## src/rtl/core/ugg_pkg.sv

```systemverilog
// ----------------------------------------------------------------------------
// ugg_pkg
// Shared types and constants of the update gate governor: item layouts,
// opcodes, verdict codes, register indexes and fixed-point constants.
// ----------------------------------------------------------------------------
package ugg_pkg;

  // Counter width of the step, accept and rollback counters
  localparam int unsigned CounterWidth = 32;

  // Opcodes
  localparam logic [1:0] OP_OBSERVE = 2'd0;
  localparam logic [1:0] OP_DECIDE  = 2'd1;
  localparam logic [1:0] OP_COMMIT  = 2'd2;
  localparam logic [1:0] OP_RESTART = 2'd3;

  // Verdict codes
  localparam logic [2:0] VERDICT_ALLOW    = 3'd0;
  localparam logic [2:0] VERDICT_INVALID  = 3'd1;
  localparam logic [2:0] VERDICT_BUDGET   = 3'd2;
  localparam logic [2:0] VERDICT_COOLDOWN = 3'd3;
  localparam logic [2:0] VERDICT_NO_DRIFT = 3'd4;

  // Configuration register indexes
  localparam logic [2:0] REG_BASE_RATE       = 3'd0;
  localparam logic [2:0] REG_BYTE_BUDGET     = 3'd1;
  localparam logic [2:0] REG_COOLDOWN_STEPS  = 3'd2;
  localparam logic [2:0] REG_DRIFT_THRESHOLD = 3'd3;
  localparam logic [2:0] REG_SHRINK_FACTOR   = 3'd4;

  // Configuration reset values
  localparam logic [23:0] BASE_RATE_RST       = 24'd167772;
  localparam logic [30:0] BYTE_BUDGET_RST     = 31'd1048576;
  localparam logic [15:0] COOLDOWN_STEPS_RST  = 16'd8;
  localparam logic [17:0] DRIFT_THRESHOLD_RST = 18'd3277;
  localparam logic [16:0] SHRINK_FACTOR_RST   = 17'd32768;

  // Fixed-point constants
  localparam logic [16:0] SIG_ONE    = 17'd65536;  // 1.0 in Q16
  localparam logic [17:0] SIG_TOL    = 18'd1311;   // 0.02 in Q16
  localparam logic [23:0] RATE_FLOOR = 24'd17;     // 1e-6 in Q0.24
  localparam logic [23:0] RATE_MAX   = 24'hFFFFFF;

  // Reciprocals for exact floor division: n/100 for n < 2^23, n/5 for n < 2^19
  localparam logic [23:0] DIV100_MUL   = 24'd10737419;
  localparam int unsigned DIV100_SHIFT = 30;
  localparam logic [18:0] DIV5_MUL     = 19'd419431;
  localparam int unsigned DIV5_SHIFT   = 21;

  // Input item
  typedef struct packed {
    logic [1:0]  opcode;
    logic [17:0] sigma_in;
    logic [31:0] byte_count;
  } ugg_in_t;

  // Result item
  typedef struct packed {
    logic                    allow;
    logic [2:0]              verdict;
    logic [23:0]             granted_rate;
    logic [30:0]             reserved_bytes;
    logic [17:0]             drift_out;
    logic [30:0]             used_bytes_out;
    logic [CounterWidth-1:0] applied_count;
    logic [CounterWidth-1:0] rollback_count;
  } ugg_out_t;

endpackage

```

## src/rtl/core/update_gate_governor.sv

```systemverilog
// ----------------------------------------------------------------------------
// update_gate_governor
// Gate that tracks sigma in two moving-average bands and grants, commits or
// rolls back online model updates against a byte budget and a cooldown.
// ----------------------------------------------------------------------------
// Usage:
//   Input channel (in_valid_i / in_stall_o / in_data_i) carries one opcode
//   item per transfer: observe, decide, commit or restart. Every item gives
//   exactly one result on the output channel (out_valid_o / out_stall_i /
//   out_data_o). An item sits in the input register, where the whole step is
//   computed against the governor state, and moves into the result register
//   once that register is free; out_valid_o then rises and holds until the
//   result transfer. Throughput is one item per cycle while the receiver
//   does not stall; the state update (band averages via reciprocal
//   multiplies, rate shrink multiply) is combinational and allows that rate.
//   When the receiver stalls, the result register holds, the input register
//   fills, and in_stall_o rises until the result is taken; nothing is lost.
//   Configuration writes (cfg_valid_i / cfg_ready_o, cfg_index_i, cfg_data_i)
//   are always taken and should only be issued while the block is idle;
//   unknown indexes are ignored.
//   Reset clears both pipeline valid bits and all state, loads the register
//   reset values and sets the current rate to the base rate reset value.
// ----------------------------------------------------------------------------
module update_gate_governor
  import ugg_pkg::*;
(
  input  logic        clk_i,
  input  logic        rst_ni,
  // input channel
  input  logic        in_valid_i,
  output logic        in_stall_o,
  input  ugg_in_t     in_data_i,
  // output channel
  output logic        out_valid_o,
  input  logic        out_stall_i,
  output ugg_out_t    out_data_o,
  // configuration channel
  input  logic        cfg_valid_i,
  output logic        cfg_ready_o,
  input  logic [2:0]  cfg_index_i,
  input  logic [31:0] cfg_data_i
);

  // Configuration registers
  logic [23:0] base_rate_q;
  logic [30:0] byte_budget_q;
  logic [15:0] cooldown_q;
  logic [17:0] threshold_q;
  logic [16:0] shrink_q;

  // Governor state
  logic [16:0]             baseline_q, baseline_d;
  logic [16:0]             recent_q, recent_d;
  logic [CounterWidth-1:0] steps_q, steps_d;
  logic [30:0]             consumed_q, consumed_d;
  logic [23:0]             rate_q, rate_d;
  logic                    pending_q, pending_d;
  logic [CounterWidth-1:0] applied_q, applied_d;
  logic [CounterWidth-1:0] rollback_q, rollback_d;

  // Pipeline registers
  logic     in_valid_q;
  ugg_in_t  in_data_q;
  logic     out_valid_q;
  ugg_out_t out_data_q;
  ugg_out_t res_d;
  logic     adv;

  assign cfg_ready_o = 1'b1;

  // Configuration writes
  always_ff @(posedge clk_i or negedge rst_ni) begin
    if (!rst_ni) begin
      base_rate_q   <= BASE_RATE_RST;
      byte_budget_q <= BYTE_BUDGET_RST;
      cooldown_q    <= COOLDOWN_STEPS_RST;
      threshold_q   <= DRIFT_THRESHOLD_RST;
      shrink_q      <= SHRINK_FACTOR_RST;
    end else if (cfg_valid_i) begin
      unique case (cfg_index_i)
        REG_BASE_RATE:       base_rate_q   <= cfg_data_i[23:0];
        REG_BYTE_BUDGET:     byte_budget_q <= cfg_data_i[30:0];
        REG_COOLDOWN_STEPS:  cooldown_q    <= cfg_data_i[15:0];
        REG_DRIFT_THRESHOLD: threshold_q   <= cfg_data_i[17:0];
        REG_SHRINK_FACTOR:   shrink_q      <= cfg_data_i[16:0];
        default: ;
      endcase
    end
  end

  // Handshake: the item in the input register moves on when the result slot frees
  assign adv        = in_valid_q && (!out_valid_q || !out_stall_i);
  assign in_stall_o = in_valid_q && !adv;
  assign out_valid_o = out_valid_q;
  assign out_data_o  = out_data_q;

  // ---- Step datapath ----
  logic [16:0] sig_x;
  logic        bands_zero;
  logic [22:0] num_base;
  logic [46:0] prod_base;
  logic [18:0] num_recent;
  logic [37:0] prod_recent;
  logic [16:0] obs_baseline, obs_recent;
  logic [17:0] drift;
  logic        cnt_nonpos;
  logic [31:0] need_bytes;
  logic [32:0] commit_sum;
  logic [30:0] commit_bytes;
  logic [40:0] shrink_prod;
  logic [24:0] shrunk;
  logic [23:0] shrunk_sat;
  logic        regressed;
  logic [CounterWidth-1:0] steps_base;

  // Clamp sigma to 0..1.0
  always_comb begin
    if (in_data_q.sigma_in[17]) begin
      sig_x = '0;
    end else if (in_data_q.sigma_in[16:0] > SIG_ONE) begin
      sig_x = SIG_ONE;
    end else begin
      sig_x = in_data_q.sigma_in[16:0];
    end
  end

  // Band update: floor((99b + x)/100) and floor((4r + x)/5) by reciprocal multiply
  assign bands_zero  = (baseline_q == '0) && (recent_q == '0);
  assign num_base    = {baseline_q, 6'b0} + {1'b0, baseline_q, 5'b0}
                     + {4'b0, baseline_q, 2'b0} - {6'b0, baseline_q} + {6'b0, sig_x};
  assign prod_base   = num_base * DIV100_MUL;
  assign num_recent  = {recent_q, 2'b0} + {2'b0, sig_x};
  assign prod_recent = num_recent * DIV5_MUL;
  assign obs_baseline = bands_zero ? sig_x : prod_base[DIV100_SHIFT +: 17];
  assign obs_recent   = bands_zero ? sig_x : prod_recent[DIV5_SHIFT +: 17];

  // Decide checks
  assign drift      = {1'b0, recent_q} - {1'b0, baseline_q};
  assign cnt_nonpos = in_data_q.byte_count[31] || (in_data_q.byte_count == '0);
  assign need_bytes = {1'b0, in_data_q.byte_count[30:0]} + {1'b0, consumed_q};

  // Commit: byte total clamped to 0..budget
  assign commit_sum = {2'b0, consumed_q} + {in_data_q.byte_count[31], in_data_q.byte_count};
  always_comb begin
    if (commit_sum[32]) begin
      commit_bytes = '0;
    end else if (commit_sum[31:0] > {1'b0, byte_budget_q}) begin
      commit_bytes = byte_budget_q;
    end else begin
      commit_bytes = commit_sum[30:0];
    end
  end

  // Rollback: rate shrink with saturation and floor
  assign shrink_prod = rate_q * shrink_q;
  assign shrunk      = shrink_prod[40:16];
  always_comb begin
    shrunk_sat = shrunk[24] ? RATE_MAX : shrunk[23:0];
    if (shrunk_sat < RATE_FLOOR) begin
      shrunk_sat = RATE_FLOOR;
    end
  end

  assign regressed = {1'b0, sig_x} > ({1'b0, baseline_q} + SIG_TOL);

  // Next state and result
  always_comb begin
    baseline_d = baseline_q;
    recent_d   = recent_q;
    steps_d    = steps_q;
    consumed_d = consumed_q;
    rate_d     = rate_q;
    pending_d  = pending_q;
    applied_d  = applied_q;
    rollback_d = rollback_q;
    steps_base = steps_q;
    res_d      = '0;

    unique case (in_data_q.opcode)
      OP_OBSERVE: begin
        baseline_d = obs_baseline;
        recent_d   = obs_recent;
        steps_d    = (steps_q == '1) ? steps_q : steps_q + 1'b1;
      end
      OP_DECIDE: begin
        if (cnt_nonpos) begin
          res_d.verdict = VERDICT_INVALID;
        end else begin
          res_d.drift_out = drift;
          priority if (need_bytes > {1'b0, byte_budget_q}) begin
            res_d.verdict = VERDICT_BUDGET;
          end else if (steps_q < {{(CounterWidth-16){1'b0}}, cooldown_q}) begin
            res_d.verdict = VERDICT_COOLDOWN;
          end else if ($signed(drift) < $signed(threshold_q)) begin
            res_d.verdict = VERDICT_NO_DRIFT;
          end else begin
            res_d.verdict        = VERDICT_ALLOW;
            res_d.allow          = 1'b1;
            res_d.granted_rate   = rate_q;
            res_d.reserved_bytes = in_data_q.byte_count[30:0];
            pending_d            = 1'b1;
          end
        end
      end
      OP_COMMIT: begin
        if (pending_q && !regressed) begin
          consumed_d = commit_bytes;
          applied_d  = applied_q + 1'b1;
          steps_base = '0;
        end else if (pending_q) begin
          rate_d     = shrunk_sat;
          rollback_d = rollback_q + 1'b1;
          steps_base = '0;
        end
        pending_d  = 1'b0;
        baseline_d = obs_baseline;
        recent_d   = obs_recent;
        steps_d    = (steps_base == '1) ? steps_base : steps_base + 1'b1;
      end
      OP_RESTART: begin
        baseline_d = '0;
        recent_d   = '0;
        steps_d    = '0;
        consumed_d = '0;
        rate_d     = base_rate_q;
        pending_d  = 1'b0;
        applied_d  = '0;
        rollback_d = '0;
      end
      default: ;
    endcase

    res_d.used_bytes_out = consumed_d;
    res_d.applied_count  = applied_d;
    res_d.rollback_count = rollback_d;
  end

  // State registers, updated as the item leaves the input register
  always_ff @(posedge clk_i or negedge rst_ni) begin
    if (!rst_ni) begin
      baseline_q <= '0;
      recent_q   <= '0;
      steps_q    <= '0;
      consumed_q <= '0;
      rate_q     <= BASE_RATE_RST;
      pending_q  <= 1'b0;
      applied_q  <= '0;
      rollback_q <= '0;
    end else if (adv) begin
      baseline_q <= baseline_d;
      recent_q   <= recent_d;
      steps_q    <= steps_d;
      consumed_q <= consumed_d;
      rate_q     <= rate_d;
      pending_q  <= pending_d;
      applied_q  <= applied_d;
      rollback_q <= rollback_d;
    end
  end

  // Input register
  always_ff @(posedge clk_i or negedge rst_ni) begin
    if (!rst_ni) begin
      in_valid_q <= 1'b0;
    end else if (in_valid_i && !in_stall_o) begin
      in_valid_q <= 1'b1;
    end else if (adv) begin
      in_valid_q <= 1'b0;
    end
  end

  always_ff @(posedge clk_i) begin
    if (in_valid_i && !in_stall_o) begin
      in_data_q <= in_data_i;
    end
  end

  // Result register
  always_ff @(posedge clk_i or negedge rst_ni) begin
    if (!rst_ni) begin
      out_valid_q <= 1'b0;
    end else if (adv) begin
      out_valid_q <= 1'b1;
    end else if (!out_stall_i) begin
      out_valid_q <= 1'b0;
    end
  end

  always_ff @(posedge clk_i) begin
    if (adv) begin
      out_data_q <= res_d;
    end
  end

  // ---- Assertions ----
  a_stall_only_when_full: assert property (@(posedge clk_i) disable iff (!rst_ni)
    in_stall_o |-> (out_valid_o && out_stall_i))
    else $error("input stalled while result slot could take the item");

  a_bands_in_range: assert property (@(posedge clk_i) disable iff (!rst_ni)
    (baseline_q <= SIG_ONE) && (recent_q <= SIG_ONE))
    else $error("sigma band left 0..1.0");

  a_pending_from_grant: assert property (@(posedge clk_i) disable iff (!rst_ni)
    $rose(pending_q) |-> $past(adv && res_d.allow))
    else $error("pending grant set without an allowed decide");

  a_restart_clears: assert property (@(posedge clk_i) disable iff (!rst_ni)
    (adv && (in_data_q.opcode == OP_RESTART)) |=>
      ((applied_q == '0) && (rollback_q == '0) && (consumed_q == '0) && !pending_q))
    else $error("restart left state behind");

endmodule

```

## config.mk

```make
export PLATFORM = sky130hd
export DESIGN_NAME = update_gate_governor
export DESIGN_NICKNAME = d
export VERILOG_FILES = /design/src/rtl/core/ugg_pkg.sv /design/src/rtl/core/update_gate_governor.sv
export SDC_FILE = /design/constraint.sdc
export NUM_CORES = 2
export LEC_CHECK = 0
export BUFFER_PORTS_ARGS = -buffer_cell sky130_fd_sc_hd__buf_2
export CORE_AREA = 3 3 345 347
export CTS_CLUSTER_DIAMETER = 40
export CTS_CLUSTER_SIZE = 25
export DETAILED_ROUTE_END_ITERATION = 16
export DIE_AREA = 0 0 348 350
export PLACE_DENSITY_LB_ADDON = 0.08
export SETUP_SLACK_MARGIN = 0.05
export SYNTH_ARGS = -nofsm -noshare
export SYNTH_HDL_FRONTEND = slang
export SYNTH_SLANG_ARGS = --single-unit
```

## constraint.sdc

```tcl
create_clock -name clk_i -period 13.9 [get_ports clk_i]
set_input_delay 1.39 -clock clk_i [delete_from_list [all_inputs] [get_ports clk_i]]
set_output_delay 1.39 -clock clk_i [all_outputs]
set_load 0.03 [all_outputs]
```

==> results.md <==
* Pre-CTS WS at 1.53 ns
* Top_reg_cell synth: dfrtp_1
* Crit-path max FO at 17
* Fin. max-slew vios at 0
* DP HPWL at around 130 mm
* Startpoint Class: flop
* Root Buffer: clkbuf_16
* Worst min-delay path category: flop to flop
* Antenna Nets Post-Route at 0
* Max_cap viols at 0
* DRC Markers at 0
* Sequential area share after synthesis at roughly a quarter
* Routability cong. at about 0.96
* Post-CTS Setup Bufs at 0
* RSZ-0062 raised after global routing: no
* Post-CTS Hold Fix Bufs at 0
* Syn_nets at ~7500
* Vias in the first global route at 44600
* Post-synth EDFFs at around 220
* Final setup TNS at 0 ns
* TritonCTS Buffers at between 80 and 90
* Mapped cell area at around 58000 sq um
* Synth Area in Compound Gates at approximately 10%
* Gr busiest metal: met2
* Most frequent CP cell: fa_1
* Top Ports at 267
* Gr ovfl total at 0
* Crit. End Element: flop
* Clock transition at path regs at approximately 0.060 ns
* Most numerous cell in the Yosys netlist: inv_1
* Worst Max-Slew Pin Slew at 1.22 ns
* Status: complete, no violations
* Async SR Flop Fraction at a little under three fifths
* Drt wl/cell at approximately 22 um
* Largest family of logic cells by synthesized area: adder cells
* Mux contribution to synthesized area at 1.86%
* Cells after Synth at around 6000
* Crit path time final at 12.43 ns
* Worst relative slew slack at 18.8%
* Max incr delay on CP at between 0.5 and 0.6 ns
* Core ar. at between 100000 and 150000 sq um
* Pin count of the biggest net entering global routing at 159
* Starting density of the core at between 40 and 50%
* CP arrival at approximately 13 ns
* Syn avg cell area at a little under 10 sq um
* Area contributors post-synth: fa_1, ha_1, edfxtp_1, dfrtp_1, inv_1
* Worst Path Required at between 10 and 15 ns
* Die area at 122000 sq um
* Xor/xnor share of the synthesized area at roughly 3.3%
* CTS resizes at 0
* Met2 Use GR at between 40 and 50%
* Synth top area share at 24.2%
* Port bufs at 264
* Layout area overhead at 10.6%
* Synthesized flop and latch total at a little over 500
* Routed Wire Length at between 150 and 200 mm
* Ys Warns at 0
* CTS H-tree lvls at 3
* Worst Skew at ~0.074 ns
* CP max-delay cell: fa_1
* Vias per cell at about 5.5
* Top cells by count, synth: inv_1, fa_1, ha_1
* First-pass GRT wire length at 265 mm
* Vias at around 43000
* F_max at between 80 and 90 MHz
* CTS tree: done
* DR pass1 iterations at 5
* Synth unique cells at 93
* Nets at roughly 7700
* Crit Path Class: flop to flop
* Synth Area in Adders at between 30% and 40%
* Die Height at ~350 um
* Share of cells above drive strength 1 at 9.92%
* Chip Width at 348 um
* Total GRT Usage at approximately 29%
* Final Worst Setup Slack at roughly 1.5 ns
* Clk sink count at roughly 520
* Final period util at slightly below 90%
* Max Root-Sink Buffers at 3
* Area leader, netlist: fa_1
* Final hold violations at 0
* Initial DRC Count at 3025
* Initial antenna violation count at 11
* GRT met3 Usage at between 6 and 7%
* Simple-Gate Fraction of Synth Area at between 10% and 20%
* FP Rows at about 130
* Final Setup Violations at 0
* Met1 Use GR at ~39%
* Worst-Skew Late Latency at roughly 0.71 ns
==> worst max-delay path: cells and delay by family (launching register included) <==
| family | cells | cell delay [ns] |
|---|---|---|
| AOI/OAI and AO/OA | 14 | 3.38 |
| and+or+nand+nor | 9 | 2.00 |
| adders and majority gates | 13 | 5.26 |
| DFF | 1 | 0.50 |
| buffers and inverters | 3 | 0.33 |
| xor gates and xnor gates | 3 | 0.82 |
==> final timing paths <==
| check | start | end | slack [ns] | cells past startpoint |
|---|---|---|---|---|
| setup reg to reg | in_data_q[43] | baseline_q[15] | 1.47 | 42 |
| hold / removal | rate_q[5] | rate_q[5] | 0.49 | 2 |
| max in group asynchronous | rst_ni | recent_q[4] | 11.04 | 3 |
| hold reg to reg | rate_q[5] | rate_q[5] | 0.49 | 2 |
| min in group asynchronous | rst_ni | applied_q[27] | 0.71 | 1 |
| setup / recovery | in_data_q[43] | baseline_q[15] | 1.47 | 42 |
==> cell usage in the layout (no fill, tap or decap), drive strengths merged, types with 10 or more instances in the layout <==
cell type and n:
inv 1128, fa 702, ha 702, nand2 627, o21ai 349, buf 327
dfrtp 264, edfxtp 224, nor2 212, and2 191, a21oi 181, xnor2 126
clkbuf 94, xor2 92, nand3 90, a21o 83, nor3 69, mux2 63
nand4 62, o31ai 57, and3 54, a31oi 46, nor4 42, mux2i 37
clkinv 37, o21a 32, nor2b 30, dfstp 30, nand2b 25, or3 21
a22oi 20, o22ai 17, o21bai 17, a211oi 17, o211ai 16, or2 14
and4 13, a22o 13, a41oi 11, a221oi 10
==> logic make-up (layout without fill, tap and decap cells) <==
kind of cell,Yosys count,count (layout)
AOI/OAI and AO/OA,952,952
xor gates and xnor gates,218,218
adders and majority gates,1404,1404
buffers and inverters,1329,1599
DFF,518,518
muxes,100,100
other,1,7
and+or+nand+nor,1477,1477
==> per-layer routing <==
layer | part of all wire [%] | vias up | routed length, um
met1 | 43 | 21500 | 73200
met2 | 46 | 1345 | 78400
met5 | 0.031 | - | 52
li1 | - | 20100 | -
met3 | 7.8 | 271 | 13400
met4 | 3.2 | 8 | 5450
==> metrics by stage <==
stage	hold slack (ns)	cells	util [%]	area (sq um)
global placement	0.462	7625	52.4	60900
CTS	0.487	7793	55.1	64100
floorplan	0.449	5999	-	58000
detailed placement	0.474	7625	52.4	60900
global route	0.516	7793	55.1	64100
finish	0.487	7799	55.2	64100
==> registers in the layout (all words and copies together), names as in the netlist, 16 cells and up <==
register / cells
consumed_q: 31
threshold_q: 18
recent_q: 17
out_data_o: 172
shrink_q: 17
in_data_q: 52
steps_q: 32
applied_q: 32
baseline_q: 17
byte_budget_q: 31
rollback_q: 32
cooldown_q: 16
base_rate_q: 24
rate_q: 24
==> layout make-up <==
type,count,area [sq um]
Fill cell,10600,52100
Sequential cell,518,14100
Inverter,1104,4150
Tap cell,1524,1910
Clock inverter,74,933
Timing Repair Buffer,327,1820
Clock buffer,94,2260
Antenna cell,6,15.0
Multi-Input combinational cell,4152,38900
Power is left out: the tool's default activity adds up to more than one toggle a clock period on the data nets, which glitch-free logic cannot reach.
